`src/rtl/core/i2a_pkg.sv`:
```
// i2a_pkg: word types, mode codes and character constants for the
// integer to ascii converter. no dependencies.
package i2a_pkg;

   localparam int FIELD_WIDTH = 64;

   typedef struct packed {
      logic [1:0]             cmd;
      logic [FIELD_WIDTH-1:0] value;
   } req_type;

   typedef struct packed {
      logic [7:0] ascii_char;
      logic       last_char;
   } rsp_type;

   // mode codes; the unused code behaves as unsigned decimal
   localparam logic [1:0] CMD_UDEC = 2'd0;
   localparam logic [1:0] CMD_SDEC = 2'd1;
   localparam logic [1:0] CMD_HEX  = 2'd2;

   localparam logic [7:0] CHR_ZERO  = 8'h30;
   localparam logic [7:0] CHR_A     = 8'h61;
   localparam logic [7:0] CHR_MINUS = 8'h2d;

   function automatic logic [7:0] digit_char(input logic [3:0] d);
      logic [7:0] c;
      if (d < 4'd10) begin
         c = CHR_ZERO + {4'b0000, d};
      end else begin
         c = CHR_A - 8'd10 + {4'b0000, d};
      end
      return c;
   endfunction

endpackage

```
`src/rtl/core/i2a_dabble.sv`:
```
// i2a_dabble: one shift-and-add-3 step of binary to bcd conversion.
// every digit of at least 5 gets 3 added, then the vector shifts in one bit.
// depends on nothing.
module i2a_dabble #(
   parameter int NUM_DIGITS = 20
) (
   input  logic [NUM_DIGITS*4-1:0] digits,
   input  logic                    bit_in,
   output logic [NUM_DIGITS*4-1:0] digits_next
);

   logic [NUM_DIGITS*4-1:0] adjusted;

   always_comb begin
      for (int i = 0; i < NUM_DIGITS; i++) begin
         if (digits[i*4 +: 4] >= 4'd5) begin
            adjusted[i*4 +: 4] = digits[i*4 +: 4] + 4'd3;
         end else begin
            adjusted[i*4 +: 4] = digits[i*4 +: 4];
         end
      end
   end

   assign digits_next = {adjusted[NUM_DIGITS*4-2:0], bit_in};

endmodule

```
`src/rtl/core/integer_to_ascii_digits.sv`:
```
// integer_to_ascii_digits: top level of the binary to ascii text converter.
// uses i2a_pkg for word types and constants, i2a_dabble for the bcd step.
//
//   channel  direction  handshake            word
//   req      in         req_valid/req_stall  req_type: cmd, value
//   rsp      out        rsp_valid/rsp_stall  rsp_type: ascii_char, last_char
//
// one word in is loaded, then in decimal modes each value bit is shifted through the
// shared add-3/shift unit (hex skips this), then leading zeros are dropped, then the
// characters are sent one per rsp word, a '-' first for a negative signed value.
// reset clears the sequencer and the output valid; req_stall is high while busy.
// a stalled rsp holds its character and the sequencer waits for it.
module integer_to_ascii_digits
   import i2a_pkg::*;
#(
   parameter int VALUE_WIDTH = 64
) (
   input  logic    clock,
   input  logic    reset,
   input  logic    req_valid,
   output logic    req_stall,
   input  req_type req_data,
   output logic    rsp_valid,
   input  logic    rsp_stall,
   output rsp_type rsp_data
);

   localparam int NUM_DIGITS = (VALUE_WIDTH * 1233) / 4096 + 1;
   localparam int BCD_W      = NUM_DIGITS * 4;
   localparam int CNT_W      = $clog2(NUM_DIGITS + 1);
   localparam int BIT_W      = $clog2(VALUE_WIDTH + 1);

   localparam logic [1:0] ST_IDLE = 2'd0;
   localparam logic [1:0] ST_CONV = 2'd1;
   localparam logic [1:0] ST_SKIP = 2'd2;
   localparam logic [1:0] ST_EMIT = 2'd3;

   logic [1:0]             state_ff, state_in;
   logic [VALUE_WIDTH-1:0] mag_ff, mag_in;
   logic [BCD_W-1:0]       bcd_ff, bcd_in;
   logic [CNT_W-1:0]       cnt_ff, cnt_in;
   logic [BIT_W-1:0]       bit_cnt_ff, bit_cnt_in;
   logic                   neg_ff, neg_in;
   logic                   rsp_valid_ff, rsp_valid_in;
   rsp_type                rsp_word_ff, rsp_word_in;

   logic [VALUE_WIDTH-1:0] raw_value;
   logic                   raw_neg;
   logic [BCD_W-1:0]       bcd_step;
   logic [3:0]             top_digit;
   logic                   slot_free;

   assign raw_value = req_data.value[VALUE_WIDTH-1:0];
   assign raw_neg   = (req_data.cmd == CMD_SDEC) && raw_value[VALUE_WIDTH-1];
   assign top_digit = bcd_ff[BCD_W-1 -: 4];
   assign slot_free = !rsp_valid_ff || !rsp_stall;

   i2a_dabble #(
      .NUM_DIGITS(NUM_DIGITS)
   ) u_dabble (
      .digits      (bcd_ff),
      .bit_in      (mag_ff[VALUE_WIDTH-1]),
      .digits_next (bcd_step)
   );

   always_comb begin
      state_in     = state_ff;
      mag_in       = mag_ff;
      bcd_in       = bcd_ff;
      cnt_in       = cnt_ff;
      bit_cnt_in   = bit_cnt_ff;
      neg_in       = neg_ff;
      rsp_valid_in = rsp_valid_ff && rsp_stall;
      rsp_word_in  = rsp_word_ff;

      case (state_ff)
         ST_IDLE: begin
            if (req_valid) begin
               neg_in     = raw_neg;
               mag_in     = raw_neg ? (~raw_value + 1'b1) : raw_value;
               cnt_in     = CNT_W'(NUM_DIGITS);
               bit_cnt_in = BIT_W'(VALUE_WIDTH);
               if (req_data.cmd == CMD_HEX) begin
                  // hex digits are the nibbles themselves
                  bcd_in   = {{(BCD_W-VALUE_WIDTH){1'b0}}, raw_value};
                  state_in = ST_SKIP;
               end else begin
                  bcd_in   = '0;
                  state_in = ST_CONV;
               end
            end
         end
         ST_CONV: begin
            bcd_in     = bcd_step;
            mag_in     = {mag_ff[VALUE_WIDTH-2:0], 1'b0};
            bit_cnt_in = bit_cnt_ff - 1'b1;
            if (bit_cnt_ff == BIT_W'(1)) begin
               state_in = ST_SKIP;
            end
         end
         ST_SKIP: begin
            // drop leading zeros, keep at least one digit
            if (top_digit == 4'd0 && cnt_ff != CNT_W'(1)) begin
               bcd_in = {bcd_ff[BCD_W-5:0], 4'b0000};
               cnt_in = cnt_ff - 1'b1;
            end else begin
               state_in = ST_EMIT;
            end
         end
         ST_EMIT: begin
            if (slot_free) begin
               rsp_valid_in = 1'b1;
               if (neg_ff) begin
                  rsp_word_in.ascii_char = CHR_MINUS;
                  rsp_word_in.last_char  = 1'b0;
                  neg_in                 = 1'b0;
               end else begin
                  rsp_word_in.ascii_char = digit_char(top_digit);
                  rsp_word_in.last_char  = (cnt_ff == CNT_W'(1));
                  bcd_in                 = {bcd_ff[BCD_W-5:0], 4'b0000};
                  cnt_in                 = cnt_ff - 1'b1;
                  if (cnt_ff == CNT_W'(1)) begin
                     state_in = ST_IDLE;
                  end
               end
            end
         end
         default: begin
            state_in = ST_IDLE;
         end
      endcase
   end

   always_ff @(posedge clock) begin
      if (reset) begin
         state_ff     <= ST_IDLE;
         rsp_valid_ff <= 1'b0;
         neg_ff       <= 1'b0;
         cnt_ff       <= '0;
         bit_cnt_ff   <= '0;
         mag_ff       <= '0;
      end else begin
         state_ff     <= state_in;
         rsp_valid_ff <= rsp_valid_in;
         neg_ff       <= neg_in;
         cnt_ff       <= cnt_in;
         bit_cnt_ff   <= bit_cnt_in;
         mag_ff       <= mag_in;
      end
   end

   always_ff @(posedge clock) begin
      bcd_ff      <= bcd_in;
      rsp_word_ff <= rsp_word_in;
   end

   assign req_stall = (state_ff != ST_IDLE);
   assign rsp_valid = rsp_valid_ff;
   assign rsp_data  = rsp_word_ff;

endmodule

```
`config.mk`:
```
export PLATFORM = sky130hd
export DESIGN_NAME = integer_to_ascii_digits
export DESIGN_NICKNAME = d
export VERILOG_FILES = /design/src/rtl/core/i2a_pkg.sv /design/src/rtl/core/i2a_dabble.sv /design/src/rtl/core/integer_to_ascii_digits.sv
export SDC_FILE = /design/constraint.sdc
export NUM_CORES = 1
export LEC_CHECK = 0
export ABC_AREA = 1
export BUFFER_PORTS_ARGS = -buffer_cell sky130_fd_sc_hd__buf_4
export CAP_MARGIN = 40
export CORE_UTILIZATION = 49
export CTS_CLUSTER_DIAMETER = 60
export DETAILED_ROUTE_END_ITERATION = 8
export PLACE_DENSITY_LB_ADDON = 0.3
export SLEW_MARGIN = 5
export SYNTH_ARGS = -nofsm -noshare
export SYNTH_HDL_FRONTEND = slang
export SYNTH_SLANG_ARGS = --single-unit
```
`constraint.sdc`:
```
create_clock -name clock -period 5.2 [get_ports clock]
set_clock_uncertainty 0.1 [all_clocks]
set_input_delay 0.78 -clock clock [delete_from_list [all_inputs] [get_ports clock]]
set_output_delay 0.78 -clock clock [all_outputs]
set_load 0.01 [all_outputs]
```
==> results.cfg <==
[run_status]
run_status = completed

[routing]
postRouteWirelength_mm = 34.6
drt-initial-drc-count = 1253
viasPerCell = 5.69
dr.pass1.iters = 7
routed_wire_length_per_instance_um = 17.0
drtAntennaViolNets = 0
dr_total_vias = 11600
drc_violation_count_after_routing = 0

[placement]
dp.final_hpwl_mm = 25.5
place_congestion = 1.00
postPlaceCellArea_um2 = 12600
place.port_buffers = 79
post-place-cells = 2003

[clocking]
post_cts.resized_instances = 0
tritoncts = built
cts_hold_buffers = 0
max-clock-path-buffers = 2
cts.sinks = 168
cts.reportedPaths.clkPinSlew_ps = 70
cts_setup_buffers = 0
cts_made_buffers = 17
htree_num_levels = 4
clk-insertion-delay-late_ps = 440
cts_root_buf = clkbuf_16

[grt]
first_pass_grt_wire_length_mm = 54.6
grt.total_usage_pct = 28.7
grt_antenna_before_repair = 0
via_count_of_the_first_global_routing_pass = 10900
grt_max_degree = 95
grt_remaining_overflow = 0

[sta]
hold_viol_final = 0
worstMarginPinSlew_ps = 929
timing.fmax_mhz = 268
period_utilization_pct = 71.6
setup_violations = 0
rsz0062_at_grt = no
timing_max_transition_violations_final = 0
totalNegativeSetupSlack_ps = 0
period_minus_slack_ps = 3720
max_slew_margin_pct = 38.1

[critical_path]
timing_worst_setup_path_type = reg -> reg
worstPathCellList = inv_1 -> ha_1 -> clkinv_2 -> nor2_4 -> inv_2 -> nand2_2 -> inv_2 -> buf_4 -> nor2_1 -> o21ai_1 -> a21oi_1
required_ps = 5380
data_arrival_time_of_the_critical_path_ps = 3900
delay_of_the_slowest_critical_path_stage_ps = 740
worst-path-buf-inv = 5
timing.critical_path.slowest_stage_cell = buf_4
cp-end-kind = flip-flop
crit_path_max_fanout = 94
path_delay_family = buffers and inverters
cp-start-kind = flip-flop
timing.critical_path.mode_cell = inv_2

[power]
irDropWorstVdd_mv = 0.520
leakage_nw = 5.61
power_density_normalized_to_cell_area_nw_per_um2 = 548

[synth]
synth_nets = 1782
synth_top_flop_cell = edfxtp_1
ys_warn_count = 0
synth-edff-count = 88
synthesis.area_um2 = 11800
asyncSetResetFlopFracSynth_pct = 0
post_synth_num_cell_types = 50
synth-seq-cells = 168
synthesis.area_per_instance_um2 = 7.09
syn_inst = 1662
synth_seq_area_share_pct = 36.0

[final_layout]
layout.cells.non_filler = 2035
drive_gt1_share_pct = 10.7
fin_util_pct = 56.0
num-fill-cells = 2260
finalNetCount = 1823
syn2layout_area_growth_pct = 11.8
stdcell_area_um2 = 13200
insertedDiodeCount = 0

[floorplanning]
boundaryPins = 81
rows = 56
dieHeight_um = 157
initial_utilization_pct = 50.1
die_x_um = 157
core_area_um2 = 23500
floorplan.die_area_um2 = 24700

[hold_path]
holdCritPathClass = reg -> reg

[job]
cap_violations = 0
cell type report:
cell class	instances	area, µm²	area share, %
clock buffers	19	454	3.45
clock inverters	13	121	0.921
inverters	192	722	5.48
multi-input cells	1235	6530	49.6
flip-flops and latches	168	4240	32.2
well taps	319	399	3.03
repair buffers	89	708	5.37
through the flow:
step / hold WS (ps) / power [W] / setup slack, ps
6_report: 365 / 0.00723 / 1480
5_1_grt: 380 / 0.00780 / 1180
4_1_cts: 366 / 0.00721 / 1520
3_5_place_dp: 356 / 0.00593 / 1540
3_3_place_gp: 352 / 0.00575 / 1660
2_1_floorplan: 341 / 0.00503 / 1110
synthesized netlist by cell type, types with 4 or more instances:
master	count	area [µm²]
nor3_1	5	25.0
a31oi_1	6	37.5
o22ai_1	13	81.3
buf_2	17	85.1
nand2_2	12	75.1
o21ai_2	4	35.0
dfxtp_1	80	1600
o211ai_1	27	203
nor2_4	4	45.0
nor2_2	12	75.1
ha_1	50	626
inv_1	186	698
o21ai_1	14	70.1
o221ai_1	57	499
xor2_1	35	307
edfxtp_1	88	2640
a21oi_1	110	551
o21ai_0	104	521
o21ai_4	4	65.1
nand3_1	91	455
o32ai_1	5	43.8
nor2_1	262	983
a21oi_2	7	61.3
inv_2	6	22.5
buf_4	5	37.5
clkbuf_1	31	116
nand3b_1	4	30.0
buf_1	11	41.3
nand4_1	10	62.6
nand2_1	369	1390
placed cells by master, fill, tap and decap left out, types with 3 or more instances in the layout:
master,n
nor2_1,262
nand3_1,91
inv_6,4
o21ai_2,4
ha_1,50
a31oi_1,6
nor3_1,5
nor2_2,11
buf_4,87
nand3_2,3
nand2_4,3
inv_2,5
o22ai_1,13
nand4_1,10
a21oi_2,6
edfxtp_1,88
o221ai_1,57
nand2_2,12
nor2_4,5
o32ai_1,5
xor2_1,35
clkbuf_16,18
nand3b_1,4
clkinv_4,3
a21oi_1,110
o211ai_1,27
nand2_1,369
o21ai_0,104
o21ai_1,13
dfxtp_1,80
or2_2,3
o21ai_4,5
inv_1,186
state kept, by name, summed over array words and instances (netlist names):
| register | count |
|---|---|
| bcd_ff | 80 |
| bit_cnt_ff | 7 |
| cnt_ff | 5 |
| mag_ff | 64 |
| neg_ff | 1 |
| rsp_data | 8 |
| rsp_valid | 1 |
| state_ff | 2 |
kinds of logic after synthesis:
logic type               Yosys count  share of synthesized area (%)
AO/OA/AOI/OAI                    359                           19.0
other                              2                         0.0637
flip-flops                       168                           36.0
buffers and inverters            259                           8.78
AND/OR/NAND/NOR                  787                           28.1
adder cells (fa/ha/maj)           50                           5.31
XOR/XNOR                          37                           2.75
report_power, final:
part | internal (W) | switching [W]
Combinational | 0.00114 | 0.00234
Clock | 0.000679 | 0.000584
Sequential | 0.00212 | 0.000365
tightest hold or removal path, delay by kind of cell (launching register included):
kind | cells | cell delay, ps
compound gates | 1 | 50
flops | 1 | 310
simple gates | 1 | 60
routing by layer:
layer | vias up | GRT usage (%) | share of wire [%]
met3 | 86 | 4.65 | 8.1
met5 | - | 0 | 0
met4 | 0 | 11.7 | 3.5
li1 | 5647 | - | -
met2 | 492 | 49.0 | 48
met1 | 5349 | 36.0 | 41
final timing paths:
check                   start          to  slack, ps  depth (start not counted)
setup / recovery  state_ff[1]  mag_ff[53]       1480                         11
hold reg to reg    mag_ff[26]  mag_ff[26]        370                          2
setup reg to reg  state_ff[1]  mag_ff[53]       1480                         11
hold / removal     mag_ff[26]  mag_ff[26]        370                          2
No activity file was read; power rests on OpenSTA's default activity.
